===== config.mk =====
export PLATFORM = sky130hd
export DESIGN_NAME = i2c_master_transaction_sequencer_top
export DESIGN_NICKNAME = d
export VERILOG_FILES = /design/src/rtl/i2cms_pkg.sv /design/src/rtl/i2c_master_transaction_sequencer_top.sv /design/src/rtl/i2cms_ctrl.sv
export SDC_FILE = /design/constraint.sdc
export NUM_CORES = 1
export LEC_CHECK = 0
export BUFFER_PORTS_ARGS = -buffer_cell sky130_fd_sc_hd__buf_2
export CAP_MARGIN = 10
export CELL_PAD_IN_SITES_DETAIL_PLACEMENT = 1
export CELL_PAD_IN_SITES_GLOBAL_PLACEMENT = 2
export CORE_MARGIN = 2
export CORE_UTILIZATION = 37
export DETAILED_ROUTE_END_ITERATION = 7
export GPL_TIMING_DRIVEN = 0
export PLACE_DENSITY = 0.8
export SETUP_SLACK_MARGIN = 0.4
export SKIP_LAST_GASP = 1
export SLEW_MARGIN = 0
export SYNTH_ARGS = -nofsm -noshare
export SYNTH_HDL_FRONTEND = slang
export SYNTH_HIERARCHICAL = 1
export SYNTH_SLANG_ARGS = --single-unit

===== constraint.sdc =====
create_clock -name aclk -period 5.51 [get_ports aclk]
set_input_delay 1.102 -clock aclk [delete_from_list [all_inputs] [get_ports aclk]]
set_output_delay 1.102 -clock aclk [all_outputs]
set_load 0.02 [all_outputs]

===== src/rtl/i2cms_pkg.sv =====
// ----------------------------------------------------------------------------
// i2cms_pkg
// Shared types and codes for the I2C master transaction sequencer.
// ----------------------------------------------------------------------------
`default_nettype none

package i2cms_pkg;

    // host commands
    typedef enum logic [2:0] {
        CMD_BEGIN   = 3'd0,
        CMD_WBYTE   = 3'd1,
        CMD_DONE    = 3'd2,
        CMD_STOPREL = 3'd3,
        CMD_TICK    = 3'd4
    } cmd_t;

    // bus actions requested from the byte engine
    typedef enum logic [2:0] {
        ACT_NONE      = 3'd0,
        ACT_START     = 3'd1,
        ACT_RSTART    = 3'd2,
        ACT_SEND      = 3'd3,
        ACT_READ_ACK  = 3'd4,
        ACT_READ_NACK = 3'd5,
        ACT_STOP      = 3'd6,
        ACT_NEED_BYTE = 3'd7
    } action_t;

    // final transaction status
    typedef enum logic [3:0] {
        ST_OK       = 4'd0,
        ST_TIMEOUT  = 4'd1,
        ST_ARB      = 4'd2,
        ST_BUS      = 4'd3,
        ST_START    = 4'd4,
        ST_STOPF    = 4'd5,
        ST_ANACK    = 4'd6,
        ST_DNACK    = 4'd7,
        ST_RXF      = 4'd8,
        ST_BADADDR  = 4'd9,
        ST_BADARG   = 4'd10
    } status_t;

    // transfer modes
    localparam logic [1:0] MODE_WRITE  = 2'd0;
    localparam logic [1:0] MODE_READ   = 2'd1;
    localparam logic [1:0] MODE_WR_RD  = 2'd2;
    localparam logic [1:0] MODE_BAD    = 2'd3;

    // engine status codes, already masked
    localparam logic [7:0] ENG_MASK     = 8'hF8;
    localparam logic [7:0] ENG_BUS_ERR  = 8'h00;
    localparam logic [7:0] ENG_START    = 8'h08;
    localparam logic [7:0] ENG_RSTART   = 8'h10;
    localparam logic [7:0] ENG_AW_ACK   = 8'h18;
    localparam logic [7:0] ENG_AW_NACK  = 8'h20;
    localparam logic [7:0] ENG_DW_ACK   = 8'h28;
    localparam logic [7:0] ENG_DW_NACK  = 8'h30;
    localparam logic [7:0] ENG_ARB      = 8'h38;
    localparam logic [7:0] ENG_AR_ACK   = 8'h40;
    localparam logic [7:0] ENG_AR_NACK  = 8'h48;
    localparam logic [7:0] ENG_DR_ACK   = 8'h50;
    localparam logic [7:0] ENG_DR_NACK  = 8'h58;

    // legal seven-bit address window
    localparam logic [6:0] ADDR_LOW  = 7'h08;
    localparam logic [6:0] ADDR_HIGH = 7'h77;

    localparam logic [15:0] POLL_LIMIT_RESET = 16'd50000;

    typedef struct packed {
        logic [2:0]  cmd;
        logic [1:0]  mode;
        logic [6:0]  target_address;
        logic [15:0] write_count;
        logic [15:0] read_count;
        logic [7:0]  write_byte;
        logic [7:0]  engine_status;
        logic [7:0]  received_byte;
    } item_t;

    typedef struct packed {
        action_t     action;
        logic [7:0]  bus_byte;
        logic        read_valid;
        logic [7:0]  read_data;
        logic        done_res;
        status_t     status;
    } result_t;

endpackage

`default_nettype wire


===== src/rtl/i2c_master_transaction_sequencer_top.sv =====
// ----------------------------------------------------------------------------
// i2c_master_transaction_sequencer_top
// Sequences one I2C master transaction over a byte-level bus engine.
// ----------------------------------------------------------------------------
// Usage:
//   s_* channel: one request per event (begin, write byte, engine done,
//   stop released, tick). Every accepted request gives exactly one result
//   on the m_* channel (action none when the request is out of place).
//   cfg_* channel: writes the poll limit; always ready, write only while
//   no transaction is running.
// Timing:
//   a request is captured in an input register, decided once the result
//   register is free or draining, and then lands in the result register.
//   One request per cycle is sustained while m_ready stays high; the limit
//   is the single decision pass on the registered transaction state.
// Stalls:
//   when m_ready is low the result holds, one more request is still taken
//   into the input register, then s_ready drops until the result drains.
// Reset:
//   aresetn (synchronous, active low) empties both registers, returns the
//   sequencer to idle and loads the poll limit with 50000.
// ----------------------------------------------------------------------------
`default_nettype none

module i2c_master_transaction_sequencer_top #(
    parameter int COUNT_BITS = 16,
    parameter int POLL_BITS  = 16
) (
    input  wire         aclk,
    input  wire         aresetn,

    input  wire         cfg_valid,
    output logic        cfg_ready,
    input  wire  [15:0] cfg_data,

    input  wire         s_valid,
    output logic        s_ready,
    input  wire  [2:0]  s_cmd,
    input  wire  [1:0]  s_mode,
    input  wire  [6:0]  s_target_address,
    input  wire  [15:0] s_write_count,
    input  wire  [15:0] s_read_count,
    input  wire  [7:0]  s_write_byte,
    input  wire  [7:0]  s_engine_status,
    input  wire  [7:0]  s_received_byte,

    output logic        m_valid,
    input  wire         m_ready,
    output logic [2:0]  m_action,
    output logic [7:0]  m_bus_byte,
    output logic        m_read_valid,
    output logic [7:0]  m_read_data,
    output logic        m_done_res,
    output logic [3:0]  m_status
);
    import i2cms_pkg::*;

    item_t      item_reg;
    logic       in_vld_reg;
    result_t    out_reg;
    logic       out_vld_reg;
    logic [15:0] poll_limit_reg;

    logic       advance;
    result_t    res;

    // request moves forward when the result register is free or draining
    assign advance   = in_vld_reg && (!out_vld_reg || m_ready);
    assign s_ready   = !in_vld_reg || advance;
    assign cfg_ready = 1'b1;

    i2cms_ctrl #(
        .COUNT_BITS (COUNT_BITS),
        .POLL_BITS  (POLL_BITS)
    ) u_ctrl (
        .aclk       (aclk),
        .aresetn    (aresetn),
        .advance    (advance),
        .item       (item_reg),
        .poll_limit (poll_limit_reg),
        .res        (res)
    );

    always_ff @(posedge aclk) begin
        if (!aresetn) begin
            in_vld_reg     <= 1'b0;
            out_vld_reg    <= 1'b0;
            poll_limit_reg <= POLL_LIMIT_RESET;
        end else begin
            if (cfg_valid && cfg_ready) begin
                poll_limit_reg <= cfg_data;
            end
            if (s_valid && s_ready) begin
                in_vld_reg <= 1'b1;
            end else if (advance) begin
                in_vld_reg <= 1'b0;
            end
            if (advance) begin
                out_vld_reg <= 1'b1;
            end else if (m_ready) begin
                out_vld_reg <= 1'b0;
            end
        end
    end

    always_ff @(posedge aclk) begin
        if (s_valid && s_ready) begin
            item_reg.cmd            <= s_cmd;
            item_reg.mode           <= s_mode;
            item_reg.target_address <= s_target_address;
            item_reg.write_count    <= s_write_count;
            item_reg.read_count     <= s_read_count;
            item_reg.write_byte     <= s_write_byte;
            item_reg.engine_status  <= s_engine_status;
            item_reg.received_byte  <= s_received_byte;
        end
        if (advance) begin
            out_reg <= res;
        end
    end

    assign m_valid      = out_vld_reg;
    assign m_action     = out_reg.action;
    assign m_bus_byte   = out_reg.bus_byte;
    assign m_read_valid = out_reg.read_valid;
    assign m_read_data  = out_reg.read_data;
    assign m_done_res   = out_reg.done_res;
    assign m_status     = out_reg.status;

endmodule

`default_nettype wire


===== src/rtl/i2cms_ctrl.sv =====
// ----------------------------------------------------------------------------
// i2cms_ctrl
// Transaction state machine: decides one result per request and keeps the
// phase, counts and held status.
// ----------------------------------------------------------------------------
`default_nettype none

module i2cms_ctrl #(
    parameter int COUNT_BITS = 16,
    parameter int POLL_BITS  = 16
) (
    input  wire                     aclk,
    input  wire                     aresetn,
    input  wire                     advance,
    input  wire i2cms_pkg::item_t   item,
    input  wire [15:0]              poll_limit,
    output i2cms_pkg::result_t      res
);
    import i2cms_pkg::*;

    typedef enum logic [3:0] {
        PH_IDLE   = 4'd0,
        PH_START  = 4'd1,
        PH_ADDR_W = 4'd2,
        PH_NEED   = 4'd3,
        PH_DATA   = 4'd4,
        PH_RSTART = 4'd5,
        PH_ADDR_R = 4'd6,
        PH_READ   = 4'd7,
        PH_STOP   = 4'd8
    } phase_t;

    phase_t                phase_reg, phase_next;
    logic [1:0]            mode_reg, mode_next;
    logic [6:0]            addr_reg, addr_next;
    logic [COUNT_BITS-1:0] writes_reg, writes_next;
    logic [COUNT_BITS-1:0] reads_reg, reads_next;
    logic [POLL_BITS-1:0]  poll_reg, poll_next;
    status_t               held_reg, held_next;

    logic [7:0]            est;
    logic [COUNT_BITS-1:0] wcnt;
    logic [COUNT_BITS-1:0] rcnt;
    logic [COUNT_BITS-1:0] reads_dec;
    logic [POLL_BITS-1:0]  poll_inc;
    logic                  reads_many;

    function automatic status_t classify(input logic [7:0] st, input status_t fb);
        status_t r;
        r = fb;
        if (st == ENG_ARB) begin
            r = ST_ARB;
        end else if (st == ENG_BUS_ERR) begin
            r = ST_BUS;
        end
        return r;
    endfunction

    assign est        = item.engine_status & ENG_MASK;
    assign wcnt       = COUNT_BITS'(item.write_count);
    assign rcnt       = COUNT_BITS'(item.read_count);
    assign reads_dec  = reads_reg - COUNT_BITS'(1);
    assign poll_inc   = poll_reg + POLL_BITS'(1);
    assign reads_many = (reads_reg > COUNT_BITS'(1));

    always_comb begin
        phase_next  = phase_reg;
        mode_next   = mode_reg;
        addr_next   = addr_reg;
        writes_next = writes_reg;
        reads_next  = reads_reg;
        poll_next   = poll_reg;
        held_next   = held_reg;
        res         = '0;

        if (advance) begin
            unique case (item.cmd)
                CMD_BEGIN: begin
                    if (phase_reg == PH_IDLE) begin
                        if (item.target_address < ADDR_LOW ||
                            item.target_address > ADDR_HIGH) begin
                            res.done_res = 1'b1;
                            res.status   = ST_BADADDR;
                        end else if (item.mode == MODE_BAD ||
                                     (item.mode != MODE_WRITE &&
                                      rcnt == '0)) begin
                            res.done_res = 1'b1;
                            res.status   = ST_BADARG;
                        end else begin
                            mode_next   = item.mode;
                            addr_next   = item.target_address;
                            writes_next = (item.mode == MODE_READ) ? '0 : wcnt;
                            reads_next  = (item.mode == MODE_WRITE) ? '0 : rcnt;
                            held_next   = ST_OK;
                            res.action  = ACT_START;
                            phase_next  = PH_START;
                            poll_next   = '0;
                        end
                    end
                end

                CMD_WBYTE: begin
                    if (phase_reg == PH_NEED) begin
                        writes_next  = writes_reg - COUNT_BITS'(1);
                        res.action   = ACT_SEND;
                        res.bus_byte = item.write_byte;
                        phase_next   = PH_DATA;
                        poll_next    = '0;
                    end
                end

                CMD_DONE: begin
                    unique case (phase_reg)
                        PH_START: begin
                            if (est == ENG_START) begin
                                res.action   = ACT_SEND;
                                res.bus_byte = {addr_reg, mode_reg == MODE_READ};
                                phase_next   = (mode_reg == MODE_READ) ? PH_ADDR_R
                                                                       : PH_ADDR_W;
                                poll_next    = '0;
                            end else begin
                                res.done_res = 1'b1;
                                res.status   = classify(est, ST_START);
                                phase_next   = PH_IDLE;
                            end
                        end
                        PH_RSTART: begin
                            if (est == ENG_RSTART) begin
                                res.action   = ACT_SEND;
                                res.bus_byte = {addr_reg, 1'b1};
                                phase_next   = PH_ADDR_R;
                                poll_next    = '0;
                            end else begin
                                res.done_res = 1'b1;
                                res.status   = classify(est, ST_START);
                                phase_next   = PH_IDLE;
                            end
                        end
                        PH_ADDR_W, PH_DATA: begin
                            if ((phase_reg == PH_ADDR_W && est == ENG_AW_ACK) ||
                                (phase_reg == PH_DATA && est == ENG_DW_ACK)) begin
                                poll_next = '0;
                                // more bytes, stop, or turn around for the read
                                if (writes_reg != '0) begin
                                    res.action = ACT_NEED_BYTE;
                                    phase_next = PH_NEED;
                                end else if (mode_reg == MODE_WRITE) begin
                                    held_next  = ST_OK;
                                    res.action = ACT_STOP;
                                    phase_next = PH_STOP;
                                end else begin
                                    res.action = ACT_RSTART;
                                    phase_next = PH_RSTART;
                                end
                            end else if (phase_reg == PH_ADDR_W &&
                                         est == ENG_AW_NACK) begin
                                held_next  = ST_ANACK;
                                res.action = ACT_STOP;
                                phase_next = PH_STOP;
                                poll_next  = '0;
                            end else if (phase_reg == PH_DATA &&
                                         est == ENG_DW_NACK) begin
                                held_next  = ST_DNACK;
                                res.action = ACT_STOP;
                                phase_next = PH_STOP;
                                poll_next  = '0;
                            end else begin
                                res.done_res = 1'b1;
                                res.status   = classify(est, ST_BUS);
                                phase_next   = PH_IDLE;
                            end
                        end
                        PH_ADDR_R: begin
                            if (est == ENG_AR_ACK) begin
                                res.action = reads_many ? ACT_READ_ACK : ACT_READ_NACK;
                                phase_next = PH_READ;
                                poll_next  = '0;
                            end else if (est == ENG_AR_NACK) begin
                                held_next  = ST_ANACK;
                                res.action = ACT_STOP;
                                phase_next = PH_STOP;
                                poll_next  = '0;
                            end else begin
                                res.done_res = 1'b1;
                                res.status   = classify(est, ST_BUS);
                                phase_next   = PH_IDLE;
                            end
                        end
                        PH_READ: begin
                            if (est == (reads_many ? ENG_DR_ACK : ENG_DR_NACK)) begin
                                res.read_valid = 1'b1;
                                res.read_data  = item.received_byte;
                                reads_next     = reads_dec;
                                poll_next      = '0;
                                if (reads_dec == '0) begin
                                    held_next  = ST_OK;
                                    res.action = ACT_STOP;
                                    phase_next = PH_STOP;
                                end else begin
                                    res.action = (reads_dec > COUNT_BITS'(1)) ?
                                                 ACT_READ_ACK : ACT_READ_NACK;
                                    phase_next = PH_READ;
                                end
                            end else if (est == ENG_ARB || est == ENG_BUS_ERR) begin
                                res.done_res = 1'b1;
                                res.status   = classify(est, ST_BUS);
                                phase_next   = PH_IDLE;
                            end else begin
                                held_next  = ST_RXF;
                                res.action = ACT_STOP;
                                phase_next = PH_STOP;
                                poll_next  = '0;
                            end
                        end
                        default: begin
                        end
                    endcase
                end

                CMD_STOPREL: begin
                    if (phase_reg == PH_STOP) begin
                        res.done_res = 1'b1;
                        res.status   = held_reg;
                        phase_next   = PH_IDLE;
                    end
                end

                CMD_TICK: begin
                    if (phase_reg != PH_IDLE && phase_reg != PH_NEED) begin
                        poll_next = poll_inc;
                        // compare at a common width so any counter size works
                        if (32'(poll_inc) == 32'(poll_limit)) begin
                            res.done_res = 1'b1;
                            res.status   = (phase_reg == PH_STOP) ? ST_STOPF
                                                                  : ST_TIMEOUT;
                            phase_next   = PH_IDLE;
                        end
                    end
                end

                default: begin
                end
            endcase
        end
    end

    always_ff @(posedge aclk) begin
        if (!aresetn) begin
            phase_reg  <= PH_IDLE;
            mode_reg   <= '0;
            addr_reg   <= '0;
            writes_reg <= '0;
            reads_reg  <= '0;
            poll_reg   <= '0;
            held_reg   <= ST_OK;
        end else begin
            phase_reg  <= phase_next;
            mode_reg   <= mode_next;
            addr_reg   <= addr_next;
            writes_reg <= writes_next;
            reads_reg  <= reads_next;
            poll_reg   <= poll_next;
            held_reg   <= held_next;
        end
    end

endmodule

`default_nettype wire


Word-level counts from Yosys, hierarchy flattened
Cells that the tools add are included.
{"block": "word_totals", "register_bits": 176, "input_bits": 89, "output_inout_bits": 28, "elab_cells": 237}
{"block": "op_classes", "n_addsub": 3, "n_lt_le_gt_ge": 4, "eq_ne": 48, "muxes": 115, "bitwise": 2, "reduce_logical": 41}
{"cell": "$mux W16", "count": 25}
{"cell": "$mux W4", "count": 33}
{"cell": "$pmux W16 S5", "count": 1}
{"cell": "$mux W5", "count": 15}
{"cell": "$pmux W16 S2", "count": 2}
{"cell": "$pmux W16 S4", "count": 1}
{"cell": "$mux W3", "count": 16}
{"cell": "$pmux W4 S5", "count": 2}
{"cell": "$gt A16 B1 Y1 const B", "count": 2}
{"cell": "$logic_not A16 Y1", "count": 2}
{"cell": "$pmux W8 S2", "count": 2}
{"cell": "$sub A16 B1 Y16 const B", "count": 2}
{"cell": "$mux W10", "count": 3}
{"cell": "$reduce_and A13 Y1", "count": 2}
{"cell": "$pmux W5 S5", "count": 1}
{"cell": "$eq A5 B3 Y1 const B", "count": 4}
{"cell": "$pmux W5 S4", "count": 1}
{"cell": "$add A16 B1 Y16 const B", "count": 1}
{"cell": "$eq A16 B16 Y1", "count": 1}
{"cell": "$eq A4 B3 Y1 const B", "count": 4}
{"cell": "$ne A4 B4 Y1 const B", "count": 4}
{"cell": "$reduce_bool A16 Y1", "count": 1}
{"cell": "$pmux W3 S5", "count": 1}
{"cell": "$ne A2 B1 Y1 const B", "count": 6}
{"cell": "other kinds (44)", "count": 81}

Logic depth before layout (Yosys ltp)
{"block": "depth", "ltp_word": 7, "mapped_depth": 12, "mapped_depth_nobuf": 10}

By module
Netlist, hierarchy kept.
{"mod": "i2cms_ctrl", "n_inst": 1, "cells_per_inst": 783, "area_per_inst_um2": 5609.1, "seq_area_each_um2": 1281.2}
{"mod": "i2c_master_transaction_sequencer_top", "n_inst": 1, "cells_per_inst": 155, "area_per_inst_um2": 3489.6, "seq_area_each_um2": 3153.0}

Worst setup path before layout
OpenSTA, ideal clock, no wires.
{"block": "synth_timing", "path_type": "input to register", "from": "in m_ready", "to": "reg item_reg[0] (netlist name) (enable)", "setup_ps": 516, "arrival_time_ps": 4486, "path_slack_ps": 508, "path_stages": 2, "cell_sequence": "nor2b_1 -> a21oi_1"}
{"block": "synth_between", "elab_chain_len": 4}
{"item": "start, declared", "line": "i2c_master_transaction_sequencer_top.sv:48", "rtl": "input wire m_ready,"}
{"item": "$logic_or A1 B1 Y1", "line": "i2c_master_transaction_sequencer_top.sv:68", "rtl": "assign advance = in_vld_reg && (!out_vld_reg || m_ready);"}
{"item": "$logic_and A1 B1 Y1", "line": "i2c_master_transaction_sequencer_top.sv:68"}
{"item": "$logic_or A1 B1 Y1", "line": "i2c_master_transaction_sequencer_top.sv:69", "rtl": "assign s_ready = !in_vld_reg || advance;"}
{"item": "$logic_and A1 B1 Y1", "line": "i2c_master_transaction_sequencer_top.sv:107", "rtl": "if (s_valid && s_ready) begin"}
{"item": "end, declared", "line": "i2c_master_transaction_sequencer_top.sv:58", "rtl": "item_t item_reg;"}
No other way between the ends.
A chain may end at the register's enable or synchronous reset.

Final worst setup path
{"block": "layout_timing", "from": "reg u_ctrl.reads_reg[0]", "to": "reg u_ctrl.held_reg[2]"}
{"block": "layout_between", "elab_chain_len": 6}
{"item": "start, declared", "line": "i2cms_ctrl.sv:37", "rtl": "logic [COUNT_BITS-1:0] reads_reg, reads_next;"}
{"item": "start signal, assigned", "line": "i2cms_ctrl.sv:261", "rtl": "reads_reg <= reads_next;"}
{"item": "$gt A16 B1 Y1", "line": "i2cms_ctrl.sv:64", "rtl": "assign reads_many = (reads_reg > COUNT_BITS'(1));"}
{"item": "$mux W4", "line": "i2cms_ctrl.sv:190", "rtl": "if (est == (reads_many ? ENG_DR_ACK : ENG_DR_NACK)) begin"}
{"item": "$eq A8 B8 Y1", "line": "i2cms_ctrl.sv:190"}
{"item": "$mux W4", "line": "i2cms_ctrl.sv:190"}
{"item": "$pmux W4 S3", "line": "i2cms_ctrl.sv:113", "rtl": "unique case (phase_reg)"}
{"item": "$pmux W4 S2", "line": "i2cms_ctrl.sv:77", "rtl": "unique case (item.cmd)"}
{"item": "end signal, assigned", "line": "i2cms_ctrl.sv:263", "rtl": "held_reg <= held_next;"}
{"item": "end, declared", "line": "i2cms_ctrl.sv:39", "rtl": "status_t held_reg, held_next;"}
Several ways; a longest one is shown, not always the timed one.

==> flow_summary.yaml <==
hold_path:
  hold_path.class: "reg -> reg"
  hold_depth: 2
  whs_endpoint: "u_ctrl/held_reg[0]"
  worst_hold_startpoint: "u_ctrl/held_reg[0]"
sta:
  worstMarginPinSlew_ns: 0.975
  hold_viol_final: 0
  finalMaxSlewViolations: 0
  unrepaired_setup_endpoints_after_global_routing: "no"
  final_critical_path_setup_slack_ns: 2.19
  final.min_clock_period_ns: 3.32
  max_freq_mhz: 301
  timing.max_slew.rel_slack_pct: 34.8
  timing.final.crit_share_pct: 60.3
  report.final.setup_viol: 0
  clock_skew_ns: 0.0146
die:
  initial_utilization_pct: 37.4
  die_height_um: 160
  die_area_um2: 25600
  io-pin-count: 117
  floorplan.core_area_um2: 24100
  fp.dieW_um: 160
  floorplan.rows: 57
routing:
  drt_pass1_iterations: 4
  drc: 0
  routed-via-count: 7792
  wl_per_cell_um: 19.7
  drtIter0Drc: 467
  detail_route.wirelength_um: 27700
  route.antenna.remaining_nets: 0
  post_drt_via_cell_ratio: 5.55
clock_tree:
  numCtsBuffers: 17
  cts.repair_timing.setup_buffer_count: 0
  clk_transition_reported_paths_ns: 0.07
  cts_resized: 0
  clock-root-buffer: "sky130_fd_sc_hd__clkbuf_16"
  h-tree-depth: 4
  post_cts_hold_buffer_count: 0
  cts_tree: "yes"
  numClockSinks: 172
  clkLatencyLatePin_ns: 0.44
  clock_tree.buffer_depth: 2
critical_path:
  crit_cells: 12
  setup.worst_path.start_class: "flip-flop"
  cp_data_arrival_time_ns: 3.65
  timing.critical_path.required_ns: 5.84
  cp_max_fo: 10
  rr_endpoint: "u_ctrl/held_reg[2]"
  worst_r2r_path_depth: 12
  worstPathBufferInverterCount: 3
  regToRegStartpoint: "u_ctrl/reads_reg[0]"
  timing.critical_path.cells: "clkbuf_1 -> inv_1 -> ha_1 -> buf_2 -> or3b_1 -> nor4b_1 -> o211ai_1 -> a21o_1 -> o21bai_4 -> nor4b_4 -> a21oi_2 -> a31o_1"
  kind_of_end_point_of_the_critical_path: "flip-flop"
  slowest_delay_ns: 0.45
  critPathTopFamily: "simple AND/OR/NAND/NOR gates"
  reg2reg_setup_slack_ns: 2.19
  critPathSlowestCell: "sky130_fd_sc_hd__or3b_1"
  critical_path_class: "reg -> reg"
global_routing:
  global_route.overflow_total: 0
  grt.total_usage_pct: 21.9
  antenna_violations_before_repair: 0
  first_pass_grt_wire_length_um: 44200
  grt_max_degree: 32
  grt_pass1_vias: 7825
placed_design:
  placement.setup.worst_slack_ns: 1.79
  place.detailed.hpwl_um: 19700
  port_buffers: 111
  gpl.final_weighted_congestion: 0.854
power:
  net_load_switching_power_uw: 744
  worst_vdd_rail_ir_drop_v: 0.000162
  p_per_area_nw_per_um2: 275
  power_frac_clock_pct: 41.2
  p_leak_nw: 3.89
  post-layout-total-power_mw: 2.92
  power.combinational.fraction_pct: 9.9
  cellInternalPower_mw: 2.18
  seqPwrFrac_pct: 48.9
  switching_share_pct: 25.5
yosys:
  mapped_cells: 935
  total_nets_after_synthesis: 1030
  ys_warn_count: 6
  netlist_area_um2: 9010
  avgSynthCellArea_um2: 9.63
cells_and_area:
  syn_to_final_growth_pct: 17.8
  antennaDiodeCount: 0
  filler_cell_count: 2809
  largest_register_ffs: 65
  drive_above_1_share_pct: 19.5
  final_nets: 1162
run_status:
  run_status: "finished, final reports clean"
flow_run:
  max-cap-violations: 0
-- worst register-to-register path, stage by stage (launching register included) --
cell and delay, ns:
sky130_fd_sc_hd__dfxtp_1 0.35, sky130_fd_sc_hd__clkbuf_1 0.25, sky130_fd_sc_hd__inv_1 0.16, sky130_fd_sc_hd__ha_1 0.16, sky130_fd_sc_hd__buf_2 0.21, sky130_fd_sc_hd__or3b_1 0.45, sky130_fd_sc_hd__nor4b_1 0.30, sky130_fd_sc_hd__o211ai_1 0.15
sky130_fd_sc_hd__a21o_1 0.28, sky130_fd_sc_hd__o21bai_4 0.20, sky130_fd_sc_hd__nor4b_4 0.37, sky130_fd_sc_hd__a21oi_2 0.09, sky130_fd_sc_hd__a31o_1 0.24
-- cell usage in the layout (no fill, tap or decap), drive strengths merged, types with 10 or more instances in the layout --
| master | count |
|---|---|
| o21ai | 47 |
| a22oi | 11 |
| inv | 19 |
| or3 | 10 |
| edfxtp | 90 |
| nor2 | 96 |
| a21oi | 76 |
| nor3 | 32 |
| xnor2 | 17 |
| mux2i | 29 |
| clkbuf | 56 |
| nor4 | 15 |
| a31oi | 23 |
| nor2b | 19 |
| buf | 143 |
| nand4 | 19 |
| nand2 | 78 |
| nand3 | 23 |
| and2 | 16 |
| dfxtp | 82 |
-- power groups by stage --
stage	Combinational, mW	Sequential, mW	Clock [mW]
after detailed placement	0.288	1.46	0
after global routing	0.317	1.43	1.29
after floorplan	0.172	1.46	0
final	0.289	1.43	1.21
after global placement	0.278	1.46	0
after CTS	0.290	1.43	1.24
-- worst max-delay path by stage --
stage               slack [ns]           startpoint            endpoint
CTS                       2.23  u_ctrl/reads_reg[0]  u_ctrl/held_reg[2]
floorplan                 0.66              m_ready         item_reg[0]
detailed placement        1.79              m_ready  u_ctrl/poll_reg[5]
global placement         -0.98              m_ready        item_reg[65]
finish                    2.19  u_ctrl/reads_reg[0]  u_ctrl/held_reg[2]
global route              1.95  u_ctrl/reads_reg[0]  u_ctrl/held_reg[2]
-- final cells by class --
cell class                      count  area, um^2  share of cell area (%)
Sequential cell                   172        4340                    41.0
Clock buffer                       19         433                    4.08
Buffer                             67         337                    3.17
Tap cell                          324         405                    3.82
Inverter                           15        56.3                   0.531
Clock inverter                     13         139                    1.31
Timing Repair Buffer              113         603                    5.69
Multi-Input combinational cell    681        4290                    40.4
-- metrics by stage --
| stage | cells | instance area [um^2] | hold slack, ns | util (%) | TNS [ns] |
|---|---|---|---|---|---|
| finish | 1404 | 10600 | 0.467 | 44.0 | 0 |
| global route | 1404 | 10600 | 0.485 | 44.0 | 0 |
| CTS | 1404 | 10600 | 0.469 | 44.0 | 0 |
| detailed placement | 1372 | 10000 | 0.458 | 41.6 | 0 |
| global placement | 1370 | 9970 | 0.450 | 41.4 | -62.64 |
| floorplan | 935 | 9010 | 0.438 | - | 0 |
-- layer usage --
| metal | global-route usage [%] | vias to the layer above | routed length (um) |
|---|---|---|---|
| met2 | 35.7 | 154 | 13000 |
| li1 | - | 3748 | - |
| met4 | 5.69 | 0 | 338 |
| met3 | 3.48 | 25 | 958 |
| met5 | 0 | - | 0 |
| met1 | 30.5 | 3865 | 13400 |
(Power assumes the default switching activity.)
